File: config.mk
export PLATFORM = sky130hd
export DESIGN_NAME = qau_mul_reg
export DESIGN_NICKNAME = d
export VERILOG_FILES = /design/src/quaternion_arith_unit_defines.svh /design/src/qau_pkg.sv /design/src/qau_mul_reg.sv
export SDC_FILE = /design/constraint.sdc
export NUM_CORES = 1
export LEC_CHECK = 0
export ABC_AREA = 1
export BUFFER_PORTS_ARGS = -buffer_cell sky130_fd_sc_hd__buf_2
export CAP_MARGIN = 10
export CORE_MARGIN = 2
export CORE_UTILIZATION = 55
export DETAILED_ROUTE_END_ITERATION = 16
export MAX_ROUTING_LAYER = met4
export PLACE_DENSITY = 0.73
export SYNTH_ARGS = -nofsm -noshare
export SYNTH_HDL_FRONTEND = slang
export SYNTH_SLANG_ARGS = --single-unit
File: constraint.sdc
create_clock -name clk -period 15 [get_ports clk]
set_input_delay 1.5 -clock clk [delete_from_list [all_inputs] [get_ports clk]]
set_output_delay 1.5 -clock clk [all_outputs]
set_load 0.03 [all_outputs]
File: src/quaternion_arith_unit_defines.svh
// ---------------------------------------------------------------------------
// quaternion_arith_unit_defines.svh
// Assertion macros shared by the quaternion arithmetic unit.
// ---------------------------------------------------------------------------
`ifndef QUATERNION_ARITH_UNIT_DEFINES_SVH
`define QUATERNION_ARITH_UNIT_DEFINES_SVH

// Same-cycle implication, disabled while reset is asserted
`define QAU_ASSERT_SAME(lbl, clk, rstn, pre, post) \
    lbl: assert property (@(posedge clk) disable iff (!(rstn)) (pre) |-> (post)) \
        else $error("qau: same-cycle check failed");

// Next-cycle implication, disabled while reset is asserted
`define QAU_ASSERT_NEXT(lbl, clk, rstn, pre, post) \
    lbl: assert property (@(posedge clk) disable iff (!(rstn)) (pre) |=> (post)) \
        else $error("qau: next-cycle check failed");

`endif

File: src/qau_pkg.sv
// ---------------------------------------------------------------------------
// qau_pkg
// Shared constants and types of the quaternion arithmetic unit.
// ---------------------------------------------------------------------------
package qau_pkg;

    // default fixed-point format: Q1.14 in 16 bits
    localparam int DATA_WIDTH_DEF = 16;
    localparam int FRAC_BITS_DEF  = 14;

    localparam int FUNC_W = 3;

    // function codes; 5..7 are unknown and give an all-zero word
    typedef enum logic [FUNC_W-1:0] {
        FUNC_MUL  = 3'd0,
        FUNC_CONJ = 3'd1,
        FUNC_DOT  = 3'd2,
        FUNC_ROT  = 3'd3,
        FUNC_MAT  = 3'd4
    } func_t;

endpackage

File: src/qau_mul_reg.sv
// ---------------------------------------------------------------------------
// qau_mul_reg
// Signed multiplier with a registered full-width product and load enable.
// ---------------------------------------------------------------------------
module qau_mul_reg
    import qau_pkg::*;
#(
    parameter int AW = DATA_WIDTH_DEF,
    parameter int BW = DATA_WIDTH_DEF
) (
    input  logic                     clk,
    input  logic                     en,
    input  logic signed [AW-1:0]     a,
    input  logic signed [BW-1:0]     b,
    output logic signed [AW+BW-1:0]  prod
);

    logic signed [AW+BW-1:0] prod_reg;

    // exact product, held while the stage stalls
    always_ff @(posedge clk) begin
        if (en) begin
            prod_reg <= a * b;
        end
    end

    assign prod = prod_reg;

endmodule

==> summary.md <==
The flow ran to the end, and the final reports show no timing, DRC or antenna violations. The floorplan step defined a die boundary enclosing 22700 sq um. Synthesis produced 1484 cells. The via-per-instance ratio was 5.03; the distinct cell type count after synthesis was 28.

Final wirelength: 27100 microns. In the post-synthesis netlist, the biggest area contributors are fa_1 (44%), inv_1 (15%), nand2_1 (12%). The clock passes through at most 2 buffers. The first-pass GRT wire length was 46500 microns. The portion of the post-synthesis area used by sequential elements is 8.13%, and the synthesized flop and latch total is 32.

Setup violations remaining at the end of the flow were counted as 0. The run gives 32 as the clock sink total. The cell that appears most often on the critical path is fa_1. For the number of setup buffers added after CTS, the log shows 0. Biggest cell delay along the critical path: 0.85 ns. The multiplexer share of the synthesized area came out at 0%. The register with the most flip-flops in the layout has 32 of them. Counting tap cells, the placed design contains a total of 1765 instances. The number of synthesized flops with an enable pin is 32. In the global route stage, overall resource usage came out at 27.2%. The worst setup path is captured at a flop. The worst setup timing slack at the placement stage was 7.89 ns. After legalization and detailed placement, the total HPWL measured 23300 microns. The detailed router finished its first iteration with 428 violations.

The sequential cell area came out at 961 sq um. When the netlist entered floorplanning its net count stood at 1862. The initial antenna violation count was 0. The combined buffer and inverter count along the critical path is 5.

The start point of the worst min-delay path is b[0]. At the end of routability-driven placement, the weighted congestion stood at 0.923. The min-delay analysis places its worst path in the category primary input to flop. The slowest stage of the critical path belongs to the cell fa_1. For the signal arrival time at the worst endpoint, the log shows 6.86 ns.

The commonest non-fill, non-tap cell in the layout is inv_1. The share of the cycle needed by the critical path after routing was 45.5%; the initial core utilization was 56.1%. The synthesized netlist devotes 53.0% of its cell area to adder and majority cells.

The shortest period the worst path allows is 6.82 ns, and the length of the first detailed-routing pass in iterations is 5. The number of nets in the finished design came out at 1875. Count of hold buffers inserted by post-cts repair: 0. The signal on the critical path passes through buf_2 > nand2_1 > inv_1 > fa_1 > fa_1 > fa_1 > fa_1 > fa_1 > inv_1 > fa_1 > inv_1 > ha_1 > nand2_1 > nor2_1 > inv_1 > nor2_1 > nand4_1 > nand4_1 > nand2_1. By startpoint and endpoint, the worst setup path is classified as primary input to flop.

Gates resized during post-CTS repair numbered 0. Final total negative setup slack: 0 ns. In this design, the largest share of critical-path delay is due to adder cells.

Entering global routing, the biggest net connects 33 pins. Setup repair after global routing left no endpoint under its margin. After Yosys synthesis, and, or, nand and nor cells account for 18.3% of the synthesized area.

In the final layout, the share of cells above drive strength 1 is 8.14%. The die is 151 microns wide. The worst hold path passes through 3 cells.

The final instance area came out at 12400 sq um. The number of antenna diodes in the final layout is 0. The synthesized netlist devotes 2.29% of its cell area to compound gates.

In this run the remaining antenna-violating nets after routing total 0. STA classifies the critical path startpoint as a primary input. The path with the worst hold slack has its endpoint at prod[0]$_DFFE_PP_. The count of warnings emitted by yosys is 0. Maximum clock rate: 147 MHz. In the routed design, unresolved DRC markers number 0. The max-slew violation total from the final report was 0; the fraction of post-synthesis cell area in the top cell type by area was 44.4%. The most used flip-flop cell after synthesis is edfxtp_1.

The synthesized netlist occupies a cell area of 11800 sq um. In this run the tool buffered the top-level ports with 65 buffer cells. For the pin with the worst max-slew slack, the measured transition is 0.743 ns. The share of synthesized flip-flops with an asynchronous set or reset came out at 0%.

The per-instance average area after synthesis was 7.97 sq um; the number of maximum-capacitance violations was 0. Library cell occupying the most area in the post-synthesis netlist: fa_1. The final cell count without fillers is 1773. Final-report hold violation count: 0. Relative to the synthesized area, the layout overhead comes to 5.16%. The top cell types in the final layout, fill and taps aside, are inv_1 (462), nand2_1 (384), fa_1 (262), ha_1 (82), buf_2 (65). The worst max-slew margin expressed relative to the limit was 50.5%; the number of ports placed on the die boundary was 66. The maximum fanout count along the critical path is 16, and the die span in y is 151 microns. The tools report the number of buffers inserted during clock tree synthesis as 5. The number of global-route vias before repair is 9617. By area, the combinational part of the netlist is dominated by adder cells. Clock-pin slew was measured on the worst setup and hold paths at 0.06 ns. The area occupied by multi-input gates was 8870 sq um; the global-route congestion overflow total was 0. In the final routed layout, each cell accounts on average for 15.3 microns.

The tools report the total number of H-tree levels as 2. After Yosys synthesis, XOR and XNOR cells account for 1.41% of the synthesized area. TritonCTS built the clock tree.

The layout has 1934 filler cells. The final route contains 8913 vias. Setup slack closes at 8.18 ns. The number of rows in the core area came out at 53.

After detailed placement, the total cell area comes to 12300 sq um. Data on the critical path is required at its endpoint by 15.04 ns. The root cell of the clock tree is clkbuf_16.

The run gives 21100 sq um as the standard cell core area.
==> worst max-delay path by stage <==
stage / cells after the start / end / from / slack, ns
6_report: 19 / prod[24]$_DFFE_PP_ / a[15] / 8.18
5_1_grt: 18 / prod[30]$_DFFE_PP_ / a[15] / 7.85
4_1_cts: 19 / prod[28]$_DFFE_PP_ / a[15] / 8.18
3_5_place_dp: 19 / prod[28]$_DFFE_PP_ / a[15] / 7.89
3_3_place_gp: 20 / prod[31]$_DFFE_PP_ / a[15] / 8.05
2_1_floorplan: 21 / prod[31]$_DFFE_PP_ / b[5] / 8.28
==> Yosys cell counts (9+ instances only) <==
cell type and count:
clkbuf_1 59, nand2_2 13, edfxtp_1 32, o21ai_0 9, ha_1 82, fa_1 262, inv_2 10, nand4_1 12
xor2_1 17, nand3_1 29, nand2_1 384, nor2_1 38, nor2_2 10, a21oi_1 26, inv_1 462
==> per-stage QoR <==
step | utilization [%] | hold WS [ns]
2_1_floorplan | - | 1.61
3_3_place_gp | 58.2 | 1.98
3_5_place_dp | 58.2 | 1.98
4_1_cts | 59.0 | 1.73
5_1_grt | 59.0 | 1.76
6_report | 59.0 | 1.75
==> layout make-up <==
type                    instances  share of cell area (%)
multi-input cells             921                    71.3
clock buffers                   5                    1.01
flip-flops and latches         32                    7.73
repair buffers                 65                    2.62
well taps                     275                    2.77
clock inverters                 3                   0.302
inverters                     472                    14.3
==> metal layers <==
layer  part of all wire [%]  global-route usage, %  up-vias
li1                       -                      -     4195
met1                     40                   33.3     4416
met2                     52                   48.3      249
met3                    4.7                   2.55       53
met4                    3.2                   7.80        0
met5                      0                      -        -
==> logic make-up after synthesis <==
kind of cell	after synthesis
buffers and inverters	531
and+or+nand+nor	510
adders and majority gates	344
AOI/OAI and AO/OA	48
DFF	32
xor gates and xnor gates	19
Power is left out: the tool's default activity adds up to more than one toggle a clock period on the data nets, which glitch-free logic cannot reach.
